<file path="src/rtl/dbr_pkg.sv">
// dbr_pkg: shared types, constants, register indexes and the power-of-ten
// tables for the decimal rescale pipeline. no dependencies.
package dbr_pkg;

	localparam int unsigned DigMax = 19;

	typedef struct packed {
		logic [63:0] raw_bytes;
		logic [3:0]  byte_count;
		logic [4:0]  source_precision;
		logic [4:0]  source_scale;
	} in_t;

	typedef struct packed {
		logic signed [63:0] decimal_value;
		logic               status_code;
	} out_t;

	typedef struct packed {
		logic        pass;
		logic        neg;
		logic        fail;
		logic        up;
		logic [4:0]  dexp;
		logic [63:0] v;
	} side_t;

	localparam logic STATUS_OK   = 1'b0;
	localparam logic STATUS_FAIL = 1'b1;

	localparam logic IDX_TP = 1'b0;
	localparam logic IDX_TS = 1'b1;

	localparam logic [64:0] Two64 = 65'd1 << 64;

	function automatic logic [63:0] pow10(input logic [4:0] e);
		logic [63:0] p;
		unique case (e)
			5'd0:  p = 64'd1;
			5'd1:  p = 64'd10;
			5'd2:  p = 64'd100;
			5'd3:  p = 64'd1000;
			5'd4:  p = 64'd10000;
			5'd5:  p = 64'd100000;
			5'd6:  p = 64'd1000000;
			5'd7:  p = 64'd10000000;
			5'd8:  p = 64'd100000000;
			5'd9:  p = 64'd1000000000;
			5'd10: p = 64'd10000000000;
			5'd11: p = 64'd100000000000;
			5'd12: p = 64'd1000000000000;
			5'd13: p = 64'd10000000000000;
			5'd14: p = 64'd100000000000000;
			5'd15: p = 64'd1000000000000000;
			5'd16: p = 64'd10000000000000000;
			5'd17: p = 64'd100000000000000000;
			5'd18: p = 64'd1000000000000000000;
			5'd19: p = 64'd10000000000000000000;
			default: p = 64'd1;
		endcase
		return p;
	endfunction

	// floor(2^64 / 10^e), exponent zero not used
	function automatic logic [63:0] recip10(input logic [4:0] e);
		logic [63:0] r;
		unique case (e)
			5'd1:  r = 64'(Two64 / 65'd10);
			5'd2:  r = 64'(Two64 / 65'd100);
			5'd3:  r = 64'(Two64 / 65'd1000);
			5'd4:  r = 64'(Two64 / 65'd10000);
			5'd5:  r = 64'(Two64 / 65'd100000);
			5'd6:  r = 64'(Two64 / 65'd1000000);
			5'd7:  r = 64'(Two64 / 65'd10000000);
			5'd8:  r = 64'(Two64 / 65'd100000000);
			5'd9:  r = 64'(Two64 / 65'd1000000000);
			5'd10: r = 64'(Two64 / 65'd10000000000);
			5'd11: r = 64'(Two64 / 65'd100000000000);
			5'd12: r = 64'(Two64 / 65'd1000000000000);
			5'd13: r = 64'(Two64 / 65'd10000000000000);
			5'd14: r = 64'(Two64 / 65'd100000000000000);
			5'd15: r = 64'(Two64 / 65'd1000000000000000);
			5'd16: r = 64'(Two64 / 65'd10000000000000000);
			5'd17: r = 64'(Two64 / 65'd100000000000000000);
			5'd18: r = 64'(Two64 / 65'd1000000000000000000);
			5'd19: r = 64'(Two64 / 65'd10000000000000000000);
			default: r = 64'd0;
		endcase
		return r;
	endfunction

	function automatic logic [4:0] clamp19(input logic [4:0] x);
		return (x > 5'(DigMax)) ? 5'(DigMax) : x;
	endfunction

endpackage

</file>
<file path="src/rtl/dbr_front.sv">
// dbr_front: three-stage front end: sign extension, magnitude, integer
// digit check and divisor selection. depends on dbr_pkg.
module dbr_front (
	input  logic           clk,
	input  logic           arst_n,
	input  logic           in_valid,
	input  dbr_pkg::in_t   item,
	input  logic [4:0]     tp_cfg,
	input  logic [4:0]     ts_cfg,
	output logic           out_valid,
	output logic [63:0]    mag,
	output logic [63:0]    divisor,
	output dbr_pkg::side_t side
);
	logic        vld_s1, vld_s2, vld_s3;
	logic [63:0] v_s1;
	logic        pass_s1;
	logic [4:0]  tp_s1, ts_s1, ss_s1;

	logic [63:0] v_ext;
	logic [3:0]  n;

	always_comb begin
		n = (item.byte_count > 4'd8) ? 4'd8 : item.byte_count;
		v_ext = 64'd0;
		for (int i = 1; i <= 8; i++) begin
			if (n == 4'(i)) begin
				for (int b = 0; b < 64; b++) begin
					v_ext[b] = (b < 8 * i) ? item.raw_bytes[b] : item.raw_bytes[8 * i - 1];
				end
			end
		end
	end

	always_ff @(posedge clk or negedge arst_n) begin
		if (!arst_n) begin
			vld_s1 <= 1'b0;
		end else begin
			vld_s1 <= in_valid;
		end
	end

	always_ff @(posedge clk) begin
		v_s1    <= v_ext;
		pass_s1 <= (item.source_precision == tp_cfg) && (item.source_scale == ts_cfg);
		tp_s1   <= dbr_pkg::clamp19(tp_cfg);
		ts_s1   <= dbr_pkg::clamp19(ts_cfg);
		ss_s1   <= dbr_pkg::clamp19(item.source_scale);
	end

	// stage 2: magnitude and check exponent
	logic [63:0] mag_s2, v_s2;
	logic        pass_s2, neg_s2, chk_en_s2, up_s2;
	logic [4:0]  chk_exp_s2, dexp_s2;
	logic [5:0]  e_sum;

	assign e_sum = 6'(tp_s1) - 6'(ts_s1) + 6'(ss_s1);

	always_ff @(posedge clk or negedge arst_n) begin
		if (!arst_n) begin
			vld_s2 <= 1'b0;
		end else begin
			vld_s2 <= vld_s1;
		end
	end

	always_ff @(posedge clk) begin
		v_s2    <= v_s1;
		pass_s2 <= pass_s1;
		neg_s2  <= v_s1[63];
		mag_s2  <= v_s1[63] ? (~v_s1 + 64'd1) : v_s1;
		if (tp_s1 <= ts_s1) begin
			chk_en_s2  <= 1'b1;
			chk_exp_s2 <= ss_s1;
		end else begin
			chk_en_s2  <= (e_sum <= 6'(dbr_pkg::DigMax));
			chk_exp_s2 <= e_sum[4:0];
		end
		up_s2   <= (ts_s1 >= ss_s1);
		dexp_s2 <= (ts_s1 >= ss_s1) ? (ts_s1 - ss_s1) : (ss_s1 - ts_s1);
	end

	// stage 3: integer digit check and divisor
	always_ff @(posedge clk or negedge arst_n) begin
		if (!arst_n) begin
			vld_s3 <= 1'b0;
		end else begin
			vld_s3 <= vld_s2;
		end
	end

	always_ff @(posedge clk) begin
		mag       <= mag_s2;
		divisor   <= up_s2 ? 64'd1 : dbr_pkg::pow10(dexp_s2);
		side.pass <= pass_s2;
		side.neg  <= neg_s2;
		side.fail <= chk_en_s2 && (mag_s2 >= dbr_pkg::pow10(chk_exp_s2));
		side.up   <= up_s2;
		side.dexp <= dexp_s2;
		side.v    <= v_s2;
	end

	assign out_valid = vld_s3;
endmodule

</file>
<file path="config.mk">
export PLATFORM = sky130hd
export DESIGN_NAME = dbr_front
export DESIGN_NICKNAME = d
export VERILOG_FILES = /design/src/rtl/dbr_pkg.sv /design/src/rtl/dbr_front.sv
export SDC_FILE = /design/constraint.sdc
export NUM_CORES = 1
export LEC_CHECK = 0
export BUFFER_PORTS_ARGS = -buffer_cell sky130_fd_sc_hd__buf_2
export CAP_MARGIN = 20
export CORE_MARGIN = 2
export CORE_UTILIZATION = 40
export DETAILED_ROUTE_END_ITERATION = 10
export SETUP_SLACK_MARGIN = 0.1
export SLEW_MARGIN = 30
export SYNTH_ARGS = -nofsm -noshare
export SYNTH_HDL_FRONTEND = slang
export SYNTH_SLANG_ARGS = --single-unit
</file>
<file path="constraint.sdc">
create_clock -name clk -period 4.8 [get_ports clk]
set_input_delay 0.48 -clock clk [delete_from_list [all_inputs] [get_ports clk]]
set_output_delay 0.48 -clock clk [all_outputs]
set_load 0.05 [all_outputs]
</file>
# Word level (Yosys, flattened, before mapping)

Memory sizes are Yosys's and may differ from the RTL's. A register that Yosys moved wholly into a read port is not among the register bits.
Index checks and enable logic that the tools add are counted.

Register bits: 421
ROM bits: 3,776
Input port bits: 91
Word-level logic and storage cells: 64
Memories kept: 2

Memory list:

| name             | depth | bits a word | rd ports | clocked after Yosys merged registers in | wr ports | RTL line      | text |
|---|---|---|---|---|---|---|---|
| (name not given) | 32    | 59          | 1        | 1                                       | 0        | dbr_pkg.sv:38 | `unique case (e)` |
| (name not given) | 32    | 59          | 1        | 1                                       | 0        | dbr_pkg.sv:38 |  |

Add/sub/neg operators: 5
$lt $le $gt $ge: 8
Equal/unequal tests: 10
Multiplexer cells: 12
Bitwise logic cells: 1
Reductions and logical operators: 2

Operators by type and width:

| operator              | number |
|---|---|
| $mux 64               | 8 |
| $add 64x1->64 const B | 1 |
| $ge 64x64->1          | 1 |
| $not 64->64           | 1 |
| $mux 63               | 1 |
| $eq 4x3->1 const B    | 4 |
| $gt 5x5->1 const B    | 3 |
| $eq 5x5->1            | 2 |
| $mux 5                | 2 |
| $sub 5x5->5           | 2 |
| $eq 4x2->1 const B    | 2 |
| $add 6x5->6           | 1 |
| $le 6x5->1 const B    | 1 |
| $sub 5x5->6           | 1 |
| $ge 5x5->1            | 1 |
| $le 5x5->1            | 1 |
| $eq 4x1->1 const B    | 1 |
| $eq 4x4->1 const B    | 1 |
| $gt 4x4->1 const B    | 1 |
| $mux 4                | 1 |
| $logic_and 1x1->1     | 2 |

# Depth between registers and ports, before layout

Depth after elaboration: 11
Depth in mapped cells: 14
Mapped depth without buffers: 13

# Worst setup path before layout

OpenSTA, ideal clock, no wires.

Path type: reg2reg
From: register ts_s1[1]
To: register (tool-made name)
Library setup time: 0.114 ns
Data arrival time: 3.304 ns
Data required time: 4.686 ns
Setup slack: 1.382 ns
Cell stages (with the launch flop): 14
Path buffers: 1
Period minus slack after synthesis: 3.418 ns
Cells stage by stage: dfxtp_1 -> inv_1 -> ha_1 -> nand3_1 -> or2_2 -> o21ai_1 -> clkbuf_1 -> nor2_1 -> a21oi_1 -> inv_1 -> ha_1 -> a221oi_1 -> a21oi_1 -> a21o_1

RTL lines:

| element                  | RTL line        | text |
|---|---|---|
| start: declaration       | dbr_front.sv:18 | `logic [4:0] tp_s1, ts_s1, ss_s1;` |
| start signal: assignment | dbr_front.sv:47 | `ts_s1 <= dbr_pkg::clamp19(ts_cfg);` |

==> results.md <==
Status:
- The run finished with clean final reports.

Yosys:
- By count the netlist is led by 458 x sky130_fd_sc_hd__dfxtp_1, 130 x sky130_fd_sc_hd__nand2_1, 102 x sky130_fd_sc_hd__inv_1.
- Sorting the synthesized cells by area gives the leading types as sky130_fd_sc_hd__dfxtp_1 59%, sky130_fd_sc_hd__ha_1 7.6%, sky130_fd_sc_hd__xnor2_1 4.1%, sky130_fd_sc_hd__nand2_1 3.1%, sky130_fd_sc_hd__inv_1 2.5%.
- The instance count of the mapped netlist is 1439.
- The register bit total from synthesis is 461.
- The async set-or-reset flop fraction in the synthesized netlist is 0.6508%.
- The mean instance size in the synthesized netlist is 10.81 um^2.
- The synthesized cell area is 15560 um^2.
- sky130_fd_sc_hd__dfxtp_1 takes more of the synthesized area than any other cell.
- The primary flip-flop cell chosen by synthesis mapping is sky130_fd_sc_hd__dfxtp_1.
- After synthesis, flip-flops and latches occupy 59.42% of the total area.
- The share of the synthesized area in the top cell type is 58.94%.
- The netlist uses 63 different library cells.
- The most frequently used cell type in the post-synthesis netlist is sky130_fd_sc_hd__dfxtp_1.
- The number of synthesized flops with an enable pin is 0.
- During synthesis, Yosys emitted a total of 0 warnings.

Timing:
- The final hold slack is 67.66 ps.
- Based on the critical path, the design can be clocked at up to 0.2886 GHz.
- Setup repair after global routing left no endpoint under its margin.
- The transition time at the pin with the least slew margin is 1042 ps.
- Adding up every negative setup slack in the final design gives 0 ps.
- The smallest clock period supported by the final layout is computed as 3465 ps.
- Headroom to the max-slew limit came out at 30.26%.
- Setup violations remaining at the end of the flow were counted as 0.
- The total count of max-transition violations in the final report is 0.
- The portion of the clock cycle consumed by the worst path in the final layout is 72.18%.
- For the final database, setup skew stands at 14.69 ps.
- The number of hold-slack violations in the final timing report is 0.

Setup path:
- In this run the critical register-to-register path is launched from ts_s1[1].
- STA classifies the critical path endpoint as a register.
- At the worst endpoint, the required time is 5260 ps.
- Counting cells, the worst reg-to-reg path comes to 10.
- The critical path launch point type is a register.
- The highest net fanout along the worst path is 15.
- Data on the critical path arrives at its endpoint at 3930 ps.
- The setup check on the worst reg-to-reg path leaves a slack of 1340 ps.
- By startpoint and endpoint, the worst setup path is classified as reg2reg.

Floorplanning:
- In this run the horizontal extent of the chip is 201.2 um.
- The chip height is 201.2 um.
- The initial core utilization is 40.35%.
- The core region is 38560 um^2.
- The die footprint is 40480 um^2.
- The top-level port count is 293.
- The number of standard-cell rows in the floorplan is 72.

Placement:
- The count of buffers added on input and output ports is 287.
- The post-DP HPWL is 28720 um.
- In this run, placement finished with an instance count of 2199.
- The global placer's final weighted congestion is 0.8917.
- Summing all placed instances gives a cell area of 17460 um^2.

Cells and area:
- For this run, the number of standard cells in the final layout without fillers is 2283.
- Once layout is done, the placed cells without fillers occupy 19040 um^2.
- The number of antenna diodes in the final layout is 0.
- After the last flow step, the layout net total stands at 1925.
- Compared with the post-synthesis result, the final layout area differs by 22.40%.
- Cells with a size suffix above 1 make up 21.93% of the layout.

CTS:
- The clock slew at the register clock pins of the worst setup and hold paths is 60 ps.
- The insertion delay of the later-clocked pin in the worst-skew pair is 580 ps.
- The number of sinks driven by the clock tree is 461.
- The number of cells upsized or downsized after cts is 0.
- The number of clock buffers inserted by TritonCTS is 48.
- The number of buffers inserted for hold repair after clock tree synthesis is 2.
- The number of H-tree branching levels is 2.
- TritonCTS built the clock tree.
- The maximum count of clock buffers along a single path is 3.
- The CTS root buffer is sky130_fd_sc_hd__clkbuf_16.
- The number of setup buffers added after CTS is 0.

Detailed routing:
- The routed wire length per instance is 16.60 um.
- After detailed routing, the number of vias per cell comes to 4.754.
- For this run, design rule violations remaining after detail routing come to 0.
- The final antenna-violating net count is 0.
- The number of search-and-repair iterations in the first detailed-routing pass is 4.
- The post-detailed-routing wire length is 37890 um.
- The number of DRC violations after detailed-routing iteration 0 is 502.
- The routed layout has 10850 vias.

Global routing:
- Global routing finished with a remaining overflow of 0.
- The initial antenna violation count is 1.
- Entering global routing, the biggest net connects 66 pins.
- The first global-routing pass estimated 59700 um of wire.
- In the global route stage, met1 resource usage came out at 24.10%.
- The global routing stage identified its most utilized layer as met2.
- The global-route met2 utilization is 29.68%.
- The via count of the first global-routing pass is 11050.
- The routing usage on met3 is 4.746%.
- For this run, the total global-route usage over all layers was measured as 18.71%.

Power and ir drop:
- In this run the power spent charging and discharging nets is 3.766 mW.
- In this run switching power makes up 33.64% of total power.
- The internal power of the cells totals 7.430 mW.
- The fraction of power consumed by sequential logic is 42.5%.
- Dividing total power by cell area gives a power density of 588.0 nW/um^2.
- The design draws 11.20 mW.
- The worst-case IR drop observed on VDD is 0.2949 mV.
- The total leakage power is 8.741 nW.
- The part of the total power dissipated in combinational logic is 24.9%.
- The clock network burns 32.6% of the power.

Worst hold path:
- The min-delay analysis places its worst path in the category in2reg.
- The startpoint of the most critical hold path is item[4].
- The number of cells on the worst hold path is 1.
- For hold timing, the worst endpoint is ss_s1[4].

Run:
- The tool flagged a number of max-cap violations equal to 0.
-- cells by family (layout without fill, tap and decap cells) --
group | Yosys count | after routing | synth area share, %
compound gates | 264 | 264 | 11.14
xor+xnor | 79 | 79 | 4.448
fa+ha+maj | 101 | 101 | 8.461
buf+inv | 162 | 484 | 4.199
flops | 461 | 461 | 59.42
mux | 17 | 17 | 1.134
other cells | 1 | 5 | 0.02411
simple gates | 354 | 354 | 11.17
-- worst max path at each step --
stage          startpoint        to  slack [ps]  cells after the start
2_1_floorplan    ts_s1[1]  register        1380                     13
3_3_place_gp     ts_s1[1]  register        1390                     10
3_5_place_dp     ts_s1[1]  register        1350                     10
4_1_cts          ts_s1[1]  register        1340                     10
5_1_grt          ts_s1[1]  register        1080                     10
6_report         ts_s1[1]  register        1340                     10
-- power by group through the flow --
stage	combinational (mW)	clock (mW)	sequential, mW
2_1_floorplan	1.26	0	5.55
3_3_place_gp	2.76	0	4.86
3_5_place_dp	2.79	0	4.85
4_1_cts	2.80	3.74	4.78
5_1_grt	3.05	3.91	4.83
6_report	2.79	3.65	4.76
-- cell type report --
type                            instances  area, um^2
Multi-Input combinational cell        820        5674
Timing Repair Buffer                  297        1516
Clock inverter                         14       214.0
Sequential cell                       461        9248
Inverter                              105       394.1
Fill cell                            3657       19520
Tap cell                              518       648.1
Clock buffer                           68        1346
-- layer usage --
layer | vias to the layer above | routed length (um) | share of wire (%)
li1 | 5427 | - | -
met1 | 5038 | 17060 | 45
met2 | 311 | 17010 | 45
met3 | 78 | 2571 | 6.8
met4 | 0 | 1243 | 3.3
met5 | - | 0 | 0
-- worst max-delay path, stage by stage (launching register included) --
cell and delay, ps:
sky130_fd_sc_hd__dfxtp_1 430, sky130_fd_sc_hd__inv_1 130, sky130_fd_sc_hd__ha_1 310, sky130_fd_sc_hd__nand3_1 80, sky130_fd_sc_hd__or2_2 290, sky130_fd_sc_hd__o21ai_1 70, sky130_fd_sc_hd__buf_4 230, sky130_fd_sc_hd__mux2i_1 380
sky130_fd_sc_hd__clkinv_1 450, sky130_fd_sc_hd__ha_1 580, sky130_fd_sc_hd__a221o_1 390
-- per-stage QoR --
stage / setup WS, ps / utilization [%]
floorplan: 1382 / -
global placement: 1391 / 45.28
detailed placement: 1354 / 45.28
CTS: 1344 / 49.38
global route: 1083 / 49.38
finish: 1335 / 49.38
-- placed cells by master (no fill, tap or decap), drive strengths merged, types with 16 or more instances in the layout --
cell type  Yosys  routed
a21o          50      50
a21oi         59      59
buf           16     295
clkbuf        41      68
dfxtp        458     458
ha            94      94
inv          102     105
nand2        131     131
nand2b        19      19
nand3         24      24
nor2          70      70
nor2b         22      22
nor3          19      19
o21ai         63      63
o31ai         16      16
xnor2         72      72
Note: power is estimated with default switching activity, not from simulation.
